$ cat src/sha1bs_pkg.sv
// Package for the SHA-1 byte stream hasher: block and queue entry types,
// state encodings, initial chaining values and round constants. No dependencies.
package sha1bs_pkg;

  localparam int BLOCK_BYTES = 64;
  localparam int LEN_POS     = 56;
  localparam int DIGEST_MAX  = 20;
  localparam int ROUNDS      = 80;

  localparam logic [7:0]  PAD_MARK = 8'h80;

  localparam logic [31:0] IV0 = 32'h67452301;
  localparam logic [31:0] IV1 = 32'hEFCDAB89;
  localparam logic [31:0] IV2 = 32'h98BADCFE;
  localparam logic [31:0] IV3 = 32'h10325476;
  localparam logic [31:0] IV4 = 32'hC3D2E1F0;

  localparam logic [31:0] K0 = 32'h5A827999;
  localparam logic [31:0] K1 = 32'h6ED9EBA1;
  localparam logic [31:0] K2 = 32'h8F1BBCDC;
  localparam logic [31:0] K3 = 32'hCA62C1D6;

  localparam logic [0:0] OP_APPEND = 1'b0;
  localparam logic [0:0] OP_FINISH = 1'b1;

  typedef logic [0:BLOCK_BYTES-1][7:0] blk_bytes_t;
  typedef logic [0:15][31:0]           blk_words_t;

  typedef struct packed {
    blk_bytes_t blk;
    logic       fin;
  } blk_entry_t;

  typedef enum logic {
    FR_FILL,
    FR_PAD2
  } fr_state_t;

  typedef enum logic [1:0] {
    BK_IDLE,
    BK_ROUND,
    BK_FOLD,
    BK_EMIT
  } bk_state_t;

endpackage

$ cat src/sha1_byte_stream_hasher.sv
// Channel   | Signals                          | Accepted when
// input     | push, full, operation, data_byte | push && !full
// result    | empty, pop, digest_byte, last_byte | pop && !empty
// config    | cfg_write, cfg_data              | cfg_write
//
// In the front end an append adds a byte; a finish yields one or two padded blocks.
// Each full block passes the compression core as load, 80 rounds and fold;
// a two-block queue lets the front keep filling while the core runs.
// After a finish the digest leaves at one byte per cycle while pop is high.
// Reset is synchronous; the block buffer is not cleared and needs no sweep.
// Top level of the SHA-1 byte stream hasher; depends on sha1bs_pkg,
// sha1bs_front, sha1bs_blkq and sha1bs_core.
module sha1_byte_stream_hasher (
  input  logic       clk,
  input  logic       rst,
  input  logic       push,
  output logic       full,
  input  logic       operation,
  input  logic [7:0] data_byte,
  output logic       empty,
  input  logic       pop,
  output logic [7:0] digest_byte,
  output logic       last_byte,
  input  logic       cfg_write,
  input  logic [4:0] cfg_data
);
  import sha1bs_pkg::*;

  logic       fq_push;
  blk_entry_t fq_entry;
  logic       fq_full;
  logic       bq_pop;
  blk_entry_t bq_entry;
  logic       bq_valid;

  sha1bs_front u_front (
    .clk       (clk),
    .rst       (rst),
    .push      (push),
    .full      (full),
    .operation (operation),
    .data_byte (data_byte),
    .q_push    (fq_push),
    .q_entry   (fq_entry),
    .q_full    (fq_full)
  );

  sha1bs_blkq u_blkq (
    .clk      (clk),
    .rst      (rst),
    .wr       (fq_push),
    .wr_entry (fq_entry),
    .q_full   (fq_full),
    .rd       (bq_pop),
    .rd_entry (bq_entry),
    .q_valid  (bq_valid)
  );

  sha1bs_core u_core (
    .clk         (clk),
    .rst         (rst),
    .cfg_write   (cfg_write),
    .cfg_data    (cfg_data),
    .q_valid     (bq_valid),
    .q_entry     (bq_entry),
    .q_pop       (bq_pop),
    .empty       (empty),
    .pop         (pop),
    .digest_byte (digest_byte),
    .last_byte   (last_byte)
  );

endmodule

$ cat src/sha1bs_front.sv
// Front end: takes append and finish items, fills the 64-byte block and
// builds padded blocks for the block queue. Depends on sha1bs_pkg.
module sha1bs_front (
  input  logic                   clk,
  input  logic                   rst,
  input  logic                   push,
  output logic                   full,
  input  logic                   operation,
  input  logic [7:0]             data_byte,
  output logic                   q_push,
  output sha1bs_pkg::blk_entry_t q_entry,
  input  logic                   q_full
);
  import sha1bs_pkg::*;

  fr_state_t   state;
  fr_state_t   state_next;
  logic [60:0] count;
  logic [63:0] len_hold;
  blk_bytes_t  blk_buf;
  logic [5:0]  pos;
  logic [63:0] len_bits;
  logic        take;
  logic [7:0]  new_byte;

  assign pos      = count[5:0];
  assign len_bits = {count, 3'b000};

  always_comb begin
    state_next = state;
    unique case (state)
      FR_FILL: if (take && operation == OP_FINISH && pos >= 6'(LEN_POS)) state_next = FR_PAD2;
      FR_PAD2: if (!q_full) state_next = FR_FILL;
      default: state_next = FR_FILL;
    endcase
  end

  always_comb begin
    full   = (state == FR_PAD2) || q_full;
    take   = push && !full;
    q_push = 1'b0;
    unique case (state)
      FR_FILL: q_push = take && (operation == OP_FINISH || pos == 6'(BLOCK_BYTES - 1));
      FR_PAD2: q_push = !q_full;
      default: q_push = 1'b0;
    endcase
  end

  always_comb begin
    q_entry.fin = (state == FR_PAD2) ||
                  (operation == OP_FINISH && pos < 6'(LEN_POS));
    new_byte = (operation == OP_FINISH) ? PAD_MARK : data_byte;
    for (int p = 0; p < BLOCK_BYTES; p++) begin
      if (6'(p) < pos) begin
        q_entry.blk[p] = blk_buf[p];
      end else if (6'(p) == pos) begin
        q_entry.blk[p] = new_byte;
      end else begin
        q_entry.blk[p] = 8'h00;
      end
    end
    if (state == FR_PAD2) begin
      q_entry.blk = '0;
      for (int j = 0; j < 8; j++) begin
        q_entry.blk[LEN_POS + j] = len_hold[63 - 8*j -: 8];
      end
    end else if (operation == OP_FINISH && pos < 6'(LEN_POS)) begin
      for (int j = 0; j < 8; j++) begin
        q_entry.blk[LEN_POS + j] = len_bits[63 - 8*j -: 8];
      end
    end
  end

  always_ff @(posedge clk) begin
    if (rst) begin
      state <= FR_FILL;
      count <= '0;
    end else begin
      state <= state_next;
      if (take) begin
        if (operation == OP_FINISH) begin
          count <= '0;
        end else begin
          count <= count + 61'd1;
        end
      end
    end
  end

  always_ff @(posedge clk) begin
    if (take && operation == OP_APPEND) begin
      blk_buf[pos] <= data_byte;
    end
    if (take && operation == OP_FINISH) begin
      len_hold <= len_bits;
    end
  end

endmodule

$ cat src/sha1bs_blkq.sv
// Two-entry queue of complete blocks between the front end and the
// compression core. Depends on sha1bs_pkg.
module sha1bs_blkq (
  input  logic                   clk,
  input  logic                   rst,
  input  logic                   wr,
  input  sha1bs_pkg::blk_entry_t wr_entry,
  output logic                   q_full,
  input  logic                   rd,
  output sha1bs_pkg::blk_entry_t rd_entry,
  output logic                   q_valid
);
  import sha1bs_pkg::*;

  blk_entry_t ents [2];
  logic       wr_ptr;
  logic       rd_ptr;
  logic [1:0] fill;

  assign q_full   = (fill == 2'd2);
  assign q_valid  = (fill != 2'd0);
  assign rd_entry = ents[rd_ptr];

  always_ff @(posedge clk) begin
    if (rst) begin
      wr_ptr <= 1'b0;
      rd_ptr <= 1'b0;
      fill   <= '0;
    end else begin
      if (wr && !q_full) wr_ptr <= ~wr_ptr;
      if (rd && q_valid) rd_ptr <= ~rd_ptr;
      case ({wr && !q_full, rd && q_valid})
        2'b10:   fill <= fill + 2'd1;
        2'b01:   fill <= fill - 2'd1;
        default: fill <= fill;
      endcase
    end
  end

  always_ff @(posedge clk) begin
    if (wr && !q_full) ents[wr_ptr] <= wr_entry;
  end

endmodule

$ cat src/sha1bs_core.sv
// Back end: 80-round SHA-1 compression, one round per cycle, chaining words
// and digest byte output. Depends on sha1bs_pkg.
module sha1bs_core (
  input  logic                   clk,
  input  logic                   rst,
  input  logic                   cfg_write,
  input  logic [4:0]             cfg_data,
  input  logic                   q_valid,
  input  sha1bs_pkg::blk_entry_t q_entry,
  output logic                   q_pop,
  output logic                   empty,
  input  logic                   pop,
  output logic [7:0]             digest_byte,
  output logic                   last_byte
);
  import sha1bs_pkg::*;

  bk_state_t   state;
  bk_state_t   state_next;
  logic [4:0]  digest_bytes;
  logic [4:0]  n_bytes;
  logic [31:0] chain [5];
  logic [31:0] a, b, c, d, e;
  blk_words_t  w_win;
  logic [6:0]  round;
  logic        fin;
  logic [4:0]  idx;
  logic [31:0] f, k, a_new, w_new, sel_word;
  logic        emit_done;

  always_comb begin
    if (digest_bytes == 5'd0) begin
      n_bytes = 5'd1;
    end else if (digest_bytes > 5'(DIGEST_MAX)) begin
      n_bytes = 5'(DIGEST_MAX);
    end else begin
      n_bytes = digest_bytes;
    end
  end

  always_comb begin
    if (round < 7'd20) begin
      f = (b & c) | (~b & d);
      k = K0;
    end else if (round < 7'd40) begin
      f = b ^ c ^ d;
      k = K1;
    end else if (round < 7'd60) begin
      f = (b & c) | (b & d) | (c & d);
      k = K2;
    end else begin
      f = b ^ c ^ d;
      k = K3;
    end
    a_new = {a[26:0], a[31:27]} + f + e + w_win[0] + k;
    w_new = w_win[13] ^ w_win[8] ^ w_win[2] ^ w_win[0];
    w_new = {w_new[30:0], w_new[31]};
  end

  always_comb begin
    unique case (idx[4:2])
      3'd0:    sel_word = chain[0];
      3'd1:    sel_word = chain[1];
      3'd2:    sel_word = chain[2];
      3'd3:    sel_word = chain[3];
      default: sel_word = chain[4];
    endcase
    unique case (idx[1:0])
      2'd0:    digest_byte = sel_word[31:24];
      2'd1:    digest_byte = sel_word[23:16];
      2'd2:    digest_byte = sel_word[15:8];
      default: digest_byte = sel_word[7:0];
    endcase
  end

  assign last_byte = (idx == n_bytes - 5'd1);
  assign emit_done = (state == BK_EMIT) && pop && last_byte;

  always_comb begin
    state_next = state;
    unique case (state)
      BK_IDLE:  if (q_valid) state_next = BK_ROUND;
      BK_ROUND: if (round == 7'(ROUNDS - 1)) state_next = BK_FOLD;
      BK_FOLD:  state_next = fin ? BK_EMIT : BK_IDLE;
      BK_EMIT:  if (emit_done) state_next = BK_IDLE;
      default:  state_next = BK_IDLE;
    endcase
  end

  always_comb begin
    q_pop = 1'b0;
    empty = 1'b1;
    unique case (state)
      BK_IDLE: q_pop = q_valid;
      BK_EMIT: empty = 1'b0;
      default: begin
        q_pop = 1'b0;
        empty = 1'b1;
      end
    endcase
  end

  always_ff @(posedge clk) begin
    if (rst) begin
      state        <= BK_IDLE;
      digest_bytes <= 5'(DIGEST_MAX);
      idx          <= '0;
      chain[0]     <= IV0;
      chain[1]     <= IV1;
      chain[2]     <= IV2;
      chain[3]     <= IV3;
      chain[4]     <= IV4;
    end else begin
      state <= state_next;
      if (cfg_write) digest_bytes <= cfg_data;
      if (state == BK_FOLD) begin
        chain[0] <= chain[0] + a;
        chain[1] <= chain[1] + b;
        chain[2] <= chain[2] + c;
        chain[3] <= chain[3] + d;
        chain[4] <= chain[4] + e;
      end
      if (state == BK_EMIT && pop) begin
        idx <= emit_done ? 5'd0 : idx + 5'd1;
      end
      if (emit_done) begin
        chain[0] <= IV0;
        chain[1] <= IV1;
        chain[2] <= IV2;
        chain[3] <= IV3;
        chain[4] <= IV4;
      end
    end
  end

  always_ff @(posedge clk) begin
    if (state == BK_IDLE && q_valid) begin
      w_win <= blk_words_t'(q_entry.blk);
      fin   <= q_entry.fin;
      round <= '0;
      a     <= chain[0];
      b     <= chain[1];
      c     <= chain[2];
      d     <= chain[3];
      e     <= chain[4];
    end else if (state == BK_ROUND) begin
      w_win <= {w_win[1:15], w_new};
      round <= round + 7'd1;
      a     <= a_new;
      b     <= a;
      c     <= {b[1:0], b[31:2]};
      d     <= c;
      e     <= d;
    end
  end

`ifndef SYNTHESIS
  a_round_range: assert property (@(posedge clk) disable iff (rst)
    state == BK_ROUND |-> round < 7'(ROUNDS))
    else $error("round counter out of range");
  a_idx_range: assert property (@(posedge clk) disable iff (rst)
    !empty |-> idx < n_bytes)
    else $error("digest index past requested length");
  a_fin_emit: assert property (@(posedge clk) disable iff (rst)
    (state == BK_FOLD && fin) |=> state == BK_EMIT)
    else $error("final block did not start digest output");
  a_last_drain: assert property (@(posedge clk) disable iff (rst)
    (pop && !empty && last_byte) |=> (empty && idx == 5'd0))
    else $error("output not drained after last digest byte");
  a_no_pop_busy: assert property (@(posedge clk) disable iff (rst)
    q_pop |-> state == BK_IDLE)
    else $error("block taken while compression busy");
`endif

endmodule
$ cat config.mk
export PLATFORM = sky130hd
export DESIGN_NAME = sha1_byte_stream_hasher
export DESIGN_NICKNAME = d
export VERILOG_FILES = /design/src/sha1bs_pkg.sv /design/src/sha1_byte_stream_hasher.sv /design/src/sha1bs_front.sv /design/src/sha1bs_blkq.sv /design/src/sha1bs_core.sv
export SDC_FILE = /design/constraint.sdc
export NUM_CORES = 2
export LEC_CHECK = 0
export ABC_CLOCK_PERIOD_IN_PS = 24200
export BUFFER_PORTS_ARGS = -buffer_cell sky130_fd_sc_hd__clkbuf_2
export CORE_MARGIN = 4
export CORE_UTILIZATION = 50
export CTS_CLUSTER_DIAMETER = 60
export CTS_CLUSTER_SIZE = 30
export DETAILED_ROUTE_END_ITERATION = 16
export PLACE_DENSITY = 0.72
export SETUP_SLACK_MARGIN = 0.1
export SLEW_MARGIN = 10
export SYNTH_ARGS = -nofsm -noshare
export SYNTH_HDL_FRONTEND = slang
export SYNTH_SLANG_ARGS = --single-unit
$ cat constraint.sdc
create_clock -name clk -period 24.2 [get_ports clk]
set_input_delay 2.42 -clock clk [delete_from_list [all_inputs] [get_ports clk]]
set_output_delay 2.42 -clock clk [all_outputs]
set_load 0.02 [all_outputs]
==> results.yml <==
clocking:
  htree_levels: 4
  clk-insertion-delay-late_ns: 0.90
  cts_setup_buffers: 0
  cts_tree: "yes"
  numCtsBuffers: 159
  clock_path_buffers: 3
  path_clk_slew_ns: 0.09
  post_cts_resized: 0
  cts_root_buf: "clkbuf_16"
  numClockSinks: 2510
  cts.hold.buffers_added: 0
sta:
  whs_ns: 0.487
  fin_skew_ns: 0.0894
  fmax_mhz: 146
  slew_violations: 0
  tightest_slew_ns: 1.36
  hold_viol: 0
  rsz0062_at_grt: "no"
  finalSetupViolCount: 0
  min_period_over_period_pct: 28.3
  layout_min_cycle_time_ns: 6.86
  relSlewSlack_pct: 9.18
pwr:
  leakagePower_nw: 42.3
  vdd_ir_drop_max_mv: 0.227
  p_per_area_nw_per_um2: 151
yosys:
  synth_nets: 9013
  synth_compound_area_share_pct: 10.9
  ys_dominant_reg_cell: "edfxtp_1"
  synth_top_area_share_pct: 64.5
  synth_top_family_by_area: "compound AO/OA/AOI/OAI gates"
  synth_most_common_cell: "edfxtp_1"
  synth-seq-cells: 2510
  synthCells: 8640
  synth_fa_ha_area_share_pct: 4.75
  synth.largest_area_cell: "edfxtp_1"
  synth-xor-area-share_pct: 2.18
  synth_edf_count: 2424
  synth_area_sq_um: 113000
  synth-simple-area-share_pct: 8.83
  ys_warn_count: 0
  synthMuxAreaShare_pct: 5.05
  ys_top_cells_by_area: "edfxtp_1 65%, mux2i_1 4.8%, nand2_1 4.1%"
  synth-async-reset-ratio_pct: 0
  synthDistinctLibCells: 99
  syn_avg_cell_area_sq_um: 13.1
  synth_seq_area_share_pct: 66.0
  synth_common_cells: "2424 x edfxtp_1, 1225 x nand2_1, 799 x o21ai_0"
run_status:
  status: "complete, no violations"
setup_path:
  crit_fanout: 32
  critical_path_class: "flip-flop to flip-flop"
  required_ns: 24.78
  critPathCaptureType: "flip-flop"
  cp.arrival_ns: 7.44
  cp-start-kind: "flip-flop"
route:
  drt-total-wl_um: 329000
  routed_via_density: 6.25
  first_iter_violations: 10100
  firstDrtPassIters: 8
  wire_per_inst_um: 28.2
  dr_total_vias: 73000
  post-route-drc-count: 0
  antenna_left: 0
global_routing:
  grt_usage_pct: 27.3
  grt_pass1_wl_um: 473000
  grt_max_degree: 155
  antenna_found_initial: 16
  grt_remaining_overflow: 0
  grt_pass1_vias: 69500
die:
  coreArea_sq_um: 225000
  io_pins: 30
  die_x_um: 483
  fp.dieArea_sq_um: 233000
  die_h_um: 483
  initial_core_util_pct: 50.2
  rows: 174
place:
  place.detailed.hpwl_um: 217000
  placed_area_sq_um: 116000
  gp_congestion: 0.967
  port-buffer-count: 29
hold_path:
  worst_hold_path_type: "flip-flop to flip-flop"
job:
  drv_cap: 0
finish:
  fin_area_sq_um: 122000
  fillCellCount: 18200
  nets: 8918
  syn_to_final_growth_pct: 8.51
  drive_above_1_share_pct: 6.54
  multiInputGateArea_sq_um: 35900
  seq_area_sq_um: 74500
## per-stage QoR
| step | power (mW) | setup TNS (ns) | std cells | utilization, % | setup slack (ns) |
|---|---|---|---|---|---|
| 5_1_grt | 19.6 | 0 | 11700 | 54.5 | 16.83 |
| 4_1_cts | 18.4 | 0 | 11700 | 54.5 | 17.40 |
| 2_1_floorplan | 13.1 | -1713.66 | 8640 | - | -1.67 |
| 6_report | 18.4 | 0 | 11700 | 54.5 | 17.34 |
| 3_5_place_dp | 15.3 | 0 | 11400 | 51.8 | 17.02 |
| 3_3_place_gp | 15.2 | 0 | 11400 | 51.8 | 17.20 |
## cell type report
cell class / count / share of cell area (%)
multi-input cells: 5455 / 29.4
clock inverters: 126 / 1.56
repair buffers: 166 / 1.03
well taps: 2992 / 3.06
diodes: 8 / 0.0164
clock buffers: 169 / 3.34
flip-flops and latches: 2510 / 60.9
inverters: 253 / 0.782
## cell families (layout without fill, tap and decap cells)
kind of cell | after synthesis | in the layout
compound gates | 1944 | 1944
xor+xnor | 281 | 281
fa+ha+maj | 354 | 354
buf+inv | 675 | 714
flops | 2510 | 2510
mux | 558 | 558
other cells | 0 | 8
simple gates | 2318 | 2318
## cells in the final DEF (no fill, tap or decap), types with 17 or more instances in the layout
cell type	synthesis	routed
a31oi_1	29	29
or3_1	40	40
a22o_1	285	285
inv_6	0	18
xnor2_1	151	151
edfxtp_1	2424	2424
o21ai_0	799	798
clkbuf_2	0	21
mux2i_1	537	537
a211oi_1	49	49
clkinv_8	0	25
inv_8	0	17
nand2_1	1225	1225
o21bai_1	21	21
and3_1	28	28
dfxtp_1	86	84
o32ai_1	21	21
nand4_1	27	27
inv_1	251	250
a21oi_1	358	357
o21a_1	36	36
fa_1	124	124
o211ai_1	20	20
clkbuf_16	0	162
ha_1	230	230
a221o_1	25	25
nor3_1	72	64
xor2_1	130	130
a21o_1	98	98
and2_1	23	22
nand2b_1	47	46
a22oi_1	62	62
nand3_1	144	144
nor2b_1	61	60
nor2_1	572	554
buf_4	3	140
## registers in the layout, summed over array words and instances (netlist names), named ones only
| signal | flops |
|---|---|
| u_core.fin | 1 |
| u_core.chain | 160 |
| u_front.blk_buf | 504 |
| u_core.c | 32 |
| u_core.b | 32 |
| u_blkq.rd_ptr | 1 |
| u_front.state | 1 |
| u_front.count | 61 |
| u_blkq.fill | 2 |
| u_core.digest_bytes | 5 |
| u_front.len_hold | 61 |
| u_core.a | 32 |
| u_core.d | 32 |
| u_core.e | 32 |
| u_blkq.wr_ptr | 1 |
| u_blkq.ents | 1026 |
| u_core.state | 2 |
| u_core.idx | 5 |
| u_core.round | 7 |
| u_core.w_win | 512 |
## power by group
part / internal, mW / switching [mW]
clock network: 1.45 / 1.71
logic: 3.01 / 5.29
registers: 6.32 / 0.676
## critical path, stage by stage, from the launching register on
cell and delay [ns]:
dfxtp_1 0.44, o21ai_0 0.12, nand2_1 0.08, buf_4 0.47, inv_1 0.54, a211oi_1 0.61
fa_1 0.51, inv_1 0.09, fa_1 0.44, fa_1 0.45, inv_1 0.07, ha_1 0.18
inv_1 0.06, fa_1 0.41, nor2b_1 0.13, o21a_1 0.14, o21ai_1 0.11, a21boi_0 0.52
o211ai_1 0.30, a21oi_1 0.40, o31ai_1 0.16, a21boi_0 0.20, o31ai_1 0.09
## layer usage
metal	vias up	GRT usage [%]	routed length, um
li1	31800	-	-
met1	36500	37.2	127000
met2	4039	43.4	154000
met3	759	4.27	31400
met4	4	12.5	16800
met5	-	0	29
## path summary, 6_finish.rpt
check | start | end | slack, ns | depth (start not counted)
worst max-delay path | u_core.round[2] | u_core.a[29] | 17.34 | 22
worst min-delay path | u_core.w_win[193] | u_core.w_win[225] | 0.49 | 2
worst max register to register | u_core.round[2] | u_core.a[29] | 17.34 | 22
worst min register to register | u_core.w_win[193] | u_core.w_win[225] | 0.49 | 2
Note: power is estimated with default switching activity, not from simulation.
